==> config.mk <==
export PLATFORM = sky130hd
export DESIGN_NAME = cmed_rank
export DESIGN_NICKNAME = d
export VERILOG_FILES = /design/src/hdl/cmed_pkg.sv /design/src/hdl/cmed_rank.sv
export SDC_FILE = /design/constraint.sdc
export NUM_CORES = 1
export LEC_CHECK = 0
export BUFFER_PORTS_ARGS = -buffer_cell sky130_fd_sc_hd__buf_2
export CAP_MARGIN = 30
export CORE_ASPECT_RATIO = 1.4
export CORE_MARGIN = 1.5
export CORE_UTILIZATION = 52
export DETAILED_ROUTE_END_ITERATION = 10
export GPL_ROUTABILITY_DRIVEN = 0
export PLACE_DENSITY_LB_ADDON = 0.08
export SKIP_CTS_REPAIR_TIMING = 1
export SLEW_MARGIN = 0
export SYNTH_ARGS = -nofsm -noshare
export SYNTH_HDL_FRONTEND = slang
export SYNTH_SLANG_ARGS = --single-unit
==> constraint.sdc <==
create_clock -name clk -period 6.5 [get_ports clk]
set_clock_uncertainty 0.05 [all_clocks]
set_input_delay 1.3 -clock clk [delete_from_list [all_inputs] [get_ports clk]]
set_output_delay 1.3 -clock clk [all_outputs]
set_load 0.005 [all_outputs]
==> src/hdl/cmed_pkg.sv <==
// ----------------------------------------------------------------------------
// cmed_pkg
// Shared types, constants and compare helpers for the chroma 3x3 median block.
// ----------------------------------------------------------------------------
`default_nettype none

package cmed_pkg;

  localparam int MAX_WIDTH_DEF = 4096;
  localparam int MAX_HEIGHT    = 8192;
  localparam int FW_W          = 13;   // frame_width register
  localparam int FH_W          = 14;   // frame_height register
  localparam int CFG_DW        = 14;   // widest register
  localparam int OXW           = 12;   // out_x
  localparam int YW            = 13;   // row counter / out_y
  localparam int FIFO_DEPTH    = 4;    // result buffer, power of two

  localparam logic [FW_W-1:0] FW_RST = 13'd1920;
  localparam logic [FH_W-1:0] FH_RST = 14'd1080;

  typedef enum logic {
    REG_FRAME_WIDTH  = 1'b0,
    REG_FRAME_HEIGHT = 1'b1
  } cfg_reg_t;

  typedef logic [7:0] pix_t;

  // one window column, sorted low to high
  typedef struct packed {
    pix_t lo;
    pix_t md;
    pix_t hi;
  } col_t;

  // per-pixel control travelling down the pipe
  typedef struct packed {
    logic [OXW-1:0] x;
    logic [YW-1:0]  y;
    pix_t           u;
    pix_t           v;
    logic           border;
    logic           has_med;
  } meta_t;

  // one result word
  typedef struct packed {
    logic [OXW-1:0] x;
    logic [YW-1:0]  y;
    pix_t           u;
    pix_t           v;
    logic           last;
  } res_t;

  function automatic pix_t max2(input pix_t a, input pix_t b);
    return (a > b) ? a : b;
  endfunction

  function automatic pix_t min2(input pix_t a, input pix_t b);
    return (a < b) ? a : b;
  endfunction

  function automatic pix_t max3(input pix_t a, input pix_t b, input pix_t c);
    return max2(max2(a, b), c);
  endfunction

  function automatic pix_t min3(input pix_t a, input pix_t b, input pix_t c);
    return min2(min2(a, b), c);
  endfunction

  function automatic pix_t med3(input pix_t a, input pix_t b, input pix_t c);
    return max2(min2(a, b), min2(max2(a, b), c));
  endfunction

  function automatic col_t sort3(input pix_t a, input pix_t b, input pix_t c);
    col_t s;
    s.lo = min3(a, b, c);
    s.hi = max3(a, b, c);
    s.md = med3(a, b, c);
    return s;
  endfunction

endpackage

`default_nettype wire

==> src/hdl/cmed_rank.sv <==
// ----------------------------------------------------------------------------
// cmed_rank
// Median of nine from three sorted columns: max of lows, median of middles,
// min of highs, registered, then median of those three.
// ----------------------------------------------------------------------------
`default_nettype none

module cmed_rank (
  input  wire logic          clk,
  input  wire logic          en,
  input  wire cmed_pkg::col_t c0,
  input  wire cmed_pkg::col_t c1,
  input  wire cmed_pkg::col_t c2,
  output cmed_pkg::pix_t     med
);
  import cmed_pkg::*;

  pix_t lo_r, md_r, hi_r;

  always_ff @(posedge clk) begin
    if (en) begin
      lo_r <= max3(c0.lo, c1.lo, c2.lo);
      md_r <= med3(c0.md, c1.md, c2.md);
      hi_r <= min3(c0.hi, c1.hi, c2.hi);
    end
  end

  assign med = med3(lo_r, md_r, hi_r);

endmodule

`default_nettype wire

==> results by group <==
Clock network
  • Bufs on Longest Clock Path: 2
  • Clock buffer count from CTS: 3
  • Worst-path clk slew: 70 ps
  • Clk root buf: clkbuf_16
  • CTS Sinks: 24
  • CTS tree: built
  • # H-tree levels: 1

Placement
  • Pre-CTS setup slack: -20.2 ps
  • Hpwl dp: roughly 9.1 mm
  • Placed inst area: 0.00492 mm^2
  • Dpl cells: ~740
  • Port buffer count: 81

Synth
  • Leading area contributor after synthesis: ha_1
  • Most frequent cell after synthesis: inv_1
  • Sequential share of the synthesized area: 16.5%
  • Syn Inst Count: 556
  • Ys async rst share: 0%
  • Area share of the largest cell type after synthesis: 21.8%
  • Syn_nets: 706
  • Top post-synthesis cells by area: ha_1 (22%), edfxtp_1 (17%), inv_1 (6.8%)
  • Post-synth top cells: inv_1 (79), ha_1 (76), o21ai_0 (41)
  • Synthesized area: ~0.0044 mm^2
  • Post-synth top flop: edfxtp_1
  • Avg Synthesized Cell Area: 7.84 um^2
  • Synth warnings: 0
  • Flops & latches, synth: 24
  • Netlist cell types: 52
  • Number of flops mapped to enable cells by yosys: 24

Final layout
  • Area grow syn2layout: 27.7%
  • Fin area: approximately 0.0056 mm^2
  • Register area: 721 um^2
  • Final std cells w/o fill: 762
  • Share of layout cells above drive strength 1: 30.2%
  • Area taken by multi-input logic gates: 0.00357 mm^2
  • NumNets Final: 811
  • Ant diodes: 0
  • # fillers: 700

Worst hold path
  • Hold Crit Class: input pin to register
  • Hold Path Stages: 2
  • Worst hold start: c2[1]
  • Hold Crit Endpoint: hi_r[1]$_DFFE_PP_

Global routing
  • Global route overflow: 0
  • Initial antenna violation count: 0
  • GRT Util Overall: about 24%
  • Vias in the first global route: 4,198
  • First-pass GRT wire length: 17.7 mm
  • Largest net degree at the start of global routing: 25

Critical path
  • WP data required: 5150 ps
  • Crit path launch type: register
  • Worst Path Max Fanout: 9
  • Crit-path slowest cell: or4_4
  • CP cell instances: inv_2, ha_4, nor2b_1, o211ai_1, a21o_2, a21o_4, buf_12, a21o_1, ha_2, nor2_1, nand2_1, a211o_1, or4_4, a221oi_4, or2_1, ha_4, a21o_1, a21oi_2, a32o_2, a21oi_4, buf_6, o31ai_2, buf_2
  • Crit Path Category: register to output pin
  • CP arrival: 5560 ps
  • Crit path buf inv count: 4
  • Crit-path leading delay family: compound AO/OA/AOI/OAI gates
  • Worst setup EP type: output pin
  • Slowest cell delay on critical path: 680 ps

Floorplanning
  • Initial Util: between 50% and 60%
  • # rows: 39
  • Io pins: 82
  • Chip Height: 111 um
  • Die Width: 80.4 um
  • Core Region: 0.00815 mm^2
  • Die area: about 0.009 mm^2

STA
  • Hold Fails Final Rpt: 0
  • Unrepaired setup endpoints after global routing: true
  • Fmax: 145 MHz
  • Final period util: 106%
  • Tightest Pin Transition: 1220 ps
  • Max Transition Viols Final: 0
  • Slew Limit Headroom: 18.8%
  • Minimum hold slack: 1310 ps
  • Minimum clock period: between 6000 and 7000 ps
  • Final setup vio count: 8
  • Setup ws final: -415 ps

Routing
  • Routed wire length: 12.3 mm
  • Avg WL per Cell: 16.2 um
  • Drt drc: 0
  • Antenna-violating nets left: 0
  • Vias/cell: 6.03
  • First-pass DRT Iterations: 5
  • Via Count: roughly 4,600
  • DRT iter0 DRCs: 223

Power and ir drop
  • Leak: 0.00282 uW
  • Worst vdd ir: 0.684 mV
  • Pwr dens: 466 mW/mm^2

Status
  • Status: finished, violations left
  • Violated checks: setup timing

Flow run
  • Max Cap Viol: 0
==> cells by family (layout without fill, tap and decap cells) <==
| kind of cell | after synthesis | in the layout | synth area share (%) |
|---|---|---|---|
| AOI/OAI and AO/OA | 189 | 189 | 30.6 |
| DFF | 24 | 24 | 16.5 |
| buffers and inverters | 97 | 201 | 8.78 |
| adders and majority gates | 76 | 76 | 21.8 |
| muxes | 12 | 12 | 2.98 |
| and+or+nand+nor | 158 | 158 | 19.4 |
==> cell type report <==
type	count	share of cell area (%)
clock buffers	3	1.35
well taps	102	2.29
multi-input cells	435	64.2
inverters	79	5.33
flip-flops and latches	24	12.9
repair buffers	118	13.4
clock inverters	1	0.539
==> power by group <==
part	switching, uW	internal (uW)
Clock	52.1	122
Combinational	1120	1040
Sequential	39.5	222
==> cells in the final DEF, fill, tap and decap left out, types with 7 or more instances in the layout <==
cell type / instances
mux2_2: 7
a21oi_1: 32
nand4_1: 8
ha_1: 68
nor3_1: 19
buf_4: 30
buf_2: 80
a21o_1: 28
edfxtp_1: 24
or2_2: 15
or2_1: 15
o21ai_0: 35
nor2_1: 25
o31ai_1: 8
a221oi_1: 7
and3_1: 16
nand2_1: 28
inv_1: 78
a31oi_1: 9
a211oi_1: 10
nand3_1: 12
==> per-layer routing <==
layer	vias to the layer above	GRT usage (%)	routed length, um
met5	-	0	0
met4	0	7.47	542
met3	44	1.89	418
met2	148	46.0	6460
met1	2125	27.4	4930
li1	2280	-	-
==> per-stage QoR <==
stage	utilization (%)	total power [uW]	TNS [ps]
finish	68.3	2590	-3060
global route	68.3	2760	-4500
CTS	61.7	1890	-2240
detailed placement	60.4	1700	-39.8
global placement	60.4	1660	0
floorplan	-	1280	0
==> state kept, by name (all words and copies together), names as in the netlist <==
| name | cells |
|---|---|
| hi_r | 8 |
| md_r | 8 |
| lo_r | 8 |
==> how the worst max path moves through the flow <==
stage	cells past startpoint	endpoint	start
final	23	med[3]	md_r[1]$_DFFE_PP_
after global routing	22	med[1]	md_r[1]$_DFFE_PP_
after CTS	23	med[4]	md_r[1]$_DFFE_PP_
after detailed placement	23	md_r[5]$_DFFE_PP_	c1[9]
after global placement	23	md_r[6]$_DFFE_PP_	c1[9]
after floorplan	24	med[1]	md_r[3]$_DFFE_PP_
(Power assumes the default switching activity.)
