===== src/hdl/cmed_pkg.sv =====
// ----------------------------------------------------------------------------
// cmed_pkg
// Shared types, constants and compare helpers for the chroma 3x3 median block.
// ----------------------------------------------------------------------------
`default_nettype none

package cmed_pkg;

  localparam int MAX_WIDTH_DEF = 4096;
  localparam int MAX_HEIGHT    = 8192;
  localparam int FW_W          = 13;   // frame_width register
  localparam int FH_W          = 14;   // frame_height register
  localparam int CFG_DW        = 14;   // widest register
  localparam int OXW           = 12;   // out_x
  localparam int YW            = 13;   // row counter / out_y
  localparam int FIFO_DEPTH    = 4;    // result buffer, power of two

  localparam logic [FW_W-1:0] FW_RST = 13'd1920;
  localparam logic [FH_W-1:0] FH_RST = 14'd1080;

  typedef enum logic {
    REG_FRAME_WIDTH  = 1'b0,
    REG_FRAME_HEIGHT = 1'b1
  } cfg_reg_t;

  typedef logic [7:0] pix_t;

  // one window column, sorted low to high
  typedef struct packed {
    pix_t lo;
    pix_t md;
    pix_t hi;
  } col_t;

  // per-pixel control travelling down the pipe
  typedef struct packed {
    logic [OXW-1:0] x;
    logic [YW-1:0]  y;
    pix_t           u;
    pix_t           v;
    logic           border;
    logic           has_med;
  } meta_t;

  // one result word
  typedef struct packed {
    logic [OXW-1:0] x;
    logic [YW-1:0]  y;
    pix_t           u;
    pix_t           v;
    logic           last;
  } res_t;

  function automatic pix_t max2(input pix_t a, input pix_t b);
    return (a > b) ? a : b;
  endfunction

  function automatic pix_t min2(input pix_t a, input pix_t b);
    return (a < b) ? a : b;
  endfunction

  function automatic pix_t max3(input pix_t a, input pix_t b, input pix_t c);
    return max2(max2(a, b), c);
  endfunction

  function automatic pix_t min3(input pix_t a, input pix_t b, input pix_t c);
    return min2(min2(a, b), c);
  endfunction

  function automatic pix_t med3(input pix_t a, input pix_t b, input pix_t c);
    return max2(min2(a, b), min2(max2(a, b), c));
  endfunction

  function automatic col_t sort3(input pix_t a, input pix_t b, input pix_t c);
    col_t s;
    s.lo = min3(a, b, c);
    s.hi = max3(a, b, c);
    s.md = med3(a, b, c);
    return s;
  endfunction

endpackage

`default_nettype wire


===== src/hdl/cmed_ofifo.sv =====
// ----------------------------------------------------------------------------
// cmed_ofifo
// Small result buffer. Takes one or two words a cycle, gives one.
// ----------------------------------------------------------------------------
`default_nettype none

module cmed_ofifo (
  input  wire logic           clk,
  input  wire logic           rst_n,
  input  wire logic           push,
  input  wire logic           push_two,
  input  wire cmed_pkg::res_t word_a,
  input  wire cmed_pkg::res_t word_b,
  input  wire logic           pop,
  output cmed_pkg::res_t      head,
  output logic                not_empty,
  output logic                space_ok,
  output logic [$clog2(cmed_pkg::FIFO_DEPTH+1)-1:0] fill
);
  import cmed_pkg::*;

  localparam int PTRW = $clog2(FIFO_DEPTH);
  localparam int CNTW = $clog2(FIFO_DEPTH + 1);

  res_t            buf_r [FIFO_DEPTH];
  logic [PTRW-1:0] wp_r, wp_nxt, rp_r, rp_nxt;
  logic [CNTW-1:0] cnt_r, cnt_nxt;
  logic [CNTW-1:0] n_in;
  logic            do_pop;

  assign do_pop = pop && (cnt_r != '0);
  assign n_in   = !push ? CNTW'(0) : (push_two ? CNTW'(2) : CNTW'(1));

  always_comb begin
    wp_nxt  = wp_r + PTRW'(n_in);
    rp_nxt  = do_pop ? rp_r + PTRW'(1) : rp_r;
    cnt_nxt = cnt_r + n_in - (do_pop ? CNTW'(1) : CNTW'(0));
  end

  always_ff @(posedge clk) begin
    if (!rst_n) begin
      wp_r  <= '0;
      rp_r  <= '0;
      cnt_r <= '0;
    end else begin
      wp_r  <= wp_nxt;
      rp_r  <= rp_nxt;
      cnt_r <= cnt_nxt;
    end
  end

  always_ff @(posedge clk) begin
    if (push) begin
      buf_r[wp_r] <= word_a;
    end
    if (push && push_two) begin
      buf_r[wp_r + PTRW'(1)] <= word_b;
    end
  end

  assign head      = buf_r[rp_r];
  assign not_empty = (cnt_r != '0);
  assign space_ok  = (cnt_r <= CNTW'(FIFO_DEPTH - 2));
  assign fill      = cnt_r;

endmodule

`default_nettype wire


===== config.mk =====
export PLATFORM = sky130hd
export DESIGN_NAME = cmed_ofifo
export DESIGN_NICKNAME = d
export VERILOG_FILES = /design/src/hdl/cmed_pkg.sv /design/src/hdl/cmed_ofifo.sv
export SDC_FILE = /design/constraint.sdc
export NUM_CORES = 1
export LEC_CHECK = 0
export BUFFER_PORTS_ARGS = -buffer_cell sky130_fd_sc_hd__buf_2
export CAP_MARGIN = 5
export CORE_MARGIN = 4
export CORE_UTILIZATION = 35
export DETAILED_ROUTE_END_ITERATION = 12
export GPL_TIMING_DRIVEN = 0
export SETUP_SLACK_MARGIN = 0.05
export SLEW_MARGIN = 20
export SYNTH_ARGS = -nofsm -noshare
export SYNTH_HDL_FRONTEND = slang
export SYNTH_SLANG_ARGS = --single-unit

===== constraint.sdc =====
create_clock -name clk -period 7.39 [get_ports clk]
set_input_delay 0.3695 -clock clk [delete_from_list [all_inputs] [get_ports clk]]
set_output_delay 0.3695 -clock clk [all_outputs]
set_load 0.03 [all_outputs]

==> metrics.txt <==
Yosys reg bits about 180; DRT iter0 DRCs approximately 250; hold path startpoint rst_n; die area approximately 28000 sq um; grt ovf 0; fin. max-slew vios 0; Syn Nets between 500 and 600; Port Buf Inserts roughly 130; CTS Buf Count 17; crit path kind reg2out; placed insts roughly 930; delay-heaviest family, CP buffers and inverters; CTS clk-pin slew, worst paths around 0.070 ns; row count 57; EDFF count, synth 168; critical path's largest stage delay 0.63 ns; worst reg-to-reg setup slack between 5 and 6 ns; final setup fails 0; setup TNS 0 ns; core area 24500 sq um; pwr/cell area roughly 280 nW/um^2; DR vias between 4000 and 5000; Initial Util roughly 36%; unique cell type count in the Yosys netlist 29; slowest CP cell clkbuf_1; startpoint types flop; Final Hold Vio Count 0; Worst Hold Depth 2; crit path cell chain clkbuf_1, clkbuf_1, mux4_2, buf_2; Rel. slew slack about 48%; leakage roughly 0.004 uW; Post-CTS Hold Fix Bufs 0; Mean Syn Cell Area ~19 sq um; WL final slightly above 20 mm; vias in the first global route ~5500; Vias per Instance ~5.1; Worst setup EP type primary output; Antenna Violating Nets Remaining 0; unrepaired setup endpoints after global routing false; FFs w/ async S/R, synth 0%; CP arrival 2.31 ns; commonest non-fill, non-tap cell in the layout edfxtp_1; FF-to-FF End fill[2]; outcome complete, no violations; H-tree levels 4; WP data required ~7 ns; CP Buf/Inv Count 3; Reg2Reg Depth 8; drc violations 0; Final #Nets 715; post-synthesis sequential area ratio about three fifths; Slew @ Worst Pin just under 0.8 ns; # Post-CTS Setup Buffers 0; R2R Path Start fill[2]; first-pass GRT wire length between 30 and 40 mm; CTS tree yes; min cycle time layout roughly 2.7 ns; commonest cells after routing, fill and taps aside 168 x edfxtp_1, 142 x buf_2, 128 x mux2_2; HPWL Detailed approximately 14 mm; Mapped Cells around 460; final non-filler cell total 960; I/O pins around 140; hold path endpoint fill[0]; area delta synth->final 21.2%; largest net degree at the start of global routing 32; CP max FO 10; Syn Std Cell Area 8810 sq um; Clock Latency Late Sink 0.43 ns; ys flop type edfxtp_1; Max IR drop VDD 0.131 mV; drt wl/cell ~22 um; clk_skew around 0.011 ns; GR Util All Layers roughly 15%; post_cts resized 0; fin crit share 36.3%; Filler cells between 2000 and 2500; Die Wd 167 um; drt first pass iters 4; clock sinks 177; Max Freq 0.373 GHz; max-cap check violation count 0; layout cells sized above 1 about two thirds; initial antenna violation count 5; worst min-delay path category in2reg; Die Y-Extent approximately 170 um; gpl congestion approximately 0.74; crit-path most repeated cell clkbuf_1; Root Driver clkbuf_16; synth warn 0; CTS max path bufs 2
[report_power, final]
| group | switching, uW | total (uW) | internal (uW) |
|---|---|---|---|
| sequential | 25.3 | 1210 | 1190 |
| combinational | 523 | 896 | 373 |
| clock | 395 | 899 | 504 |
[sequential cells by signal, indices dropped and copies added, names as in the netlist, named ones only]
register  cells
rp_r          2
wp_r          2
fill          3
buf_r       168
[per-layer routing]
metal | up-vias | share of wire (%) | wire (um) | global-route usage [%]
met3 | 28 | 7.1 | 1480 | 5.14
li1 | 2195 | - | - | -
met2 | 148 | 53 | 10900 | 27.3
met1 | 2476 | 39 | 7990 | 17.0
met4 | 4 | 1.3 | 276 | 4.59
met5 | - | 0.12 | 24 | 0
[worst max-delay path by stage]
stage                     startpoint          end  cells past startpoint
after CTS                       flop      head[2]                      4
after global routing            flop      head[9]                      4
after detailed placement        flop      head[2]                      4
final                           flop      head[2]                      4
after floorplan              wp_r[0]  buf_r[2][0]                      4
after global placement       wp_r[0]  buf_r[2][3]                      4
[Yosys cell counts (2+ instances only)]
cell,count,area (sq um)
a21oi_1,2,10.0
and2_1,7,43.8
buf_2,9,45.0
buf_4,4,30.0
buf_6,12,135
clkbuf_1,5,18.8
dfxtp_1,9,180
edfxtp_1,168,5040
ha_1,4,50.1
inv_1,6,22.5
mux2_2,128,1440
mux2_4,40,601
mux4_2,42,946
nand3_4,2,35.0
nor2_1,2,7.51
nor2b_1,3,18.8
nor2b_4,2,27.5
o21ai_0,2,10.0
xnor2_1,5,43.8
[cell type report]
cell class,count,area (sq um),share of cell area [%]
Buffer,30,229,2.14
Antenna cell,3,7.51,0.0703
Multi-Input combinational cell,249,3360,31.5
Clock buffer,18,429,4.02
Tap cell,324,405,3.79
Sequential cell,177,5230,48.9
Clock inverter,13,151,1.42
Timing Repair Buffer,140,851,7.96
Inverter,6,22.5,0.211
[cell families after synthesis]
kind of cell               share of synthesized area [%]
AOI/OAI and AO/OA                                  0.426
adders and majority gates                          0.795
xor gates and xnor gates                           0.596
and+or+nand+nor                                     2.16
buffers and inverters                               2.85
DFF                                                 59.3
muxes                                               33.9
[stage by stage]
stage	total power (uW)	worst slack (ns)	util [%]	area (sq um)	hold slack, ns
6_report	3010	4.71	43.5	10700	0.232
5_1_grt	3140	4.53	43.5	10700	0.243
4_1_cts	3060	4.60	43.5	10700	0.224
3_5_place_dp	2150	5.08	41.2	10100	0.570
3_3_place_gp	2120	2.23	40.3	9890	0.558
2_1_floorplan	1870	4.32	-	8810	0.491
Note: power is estimated with default switching activity, not from simulation.
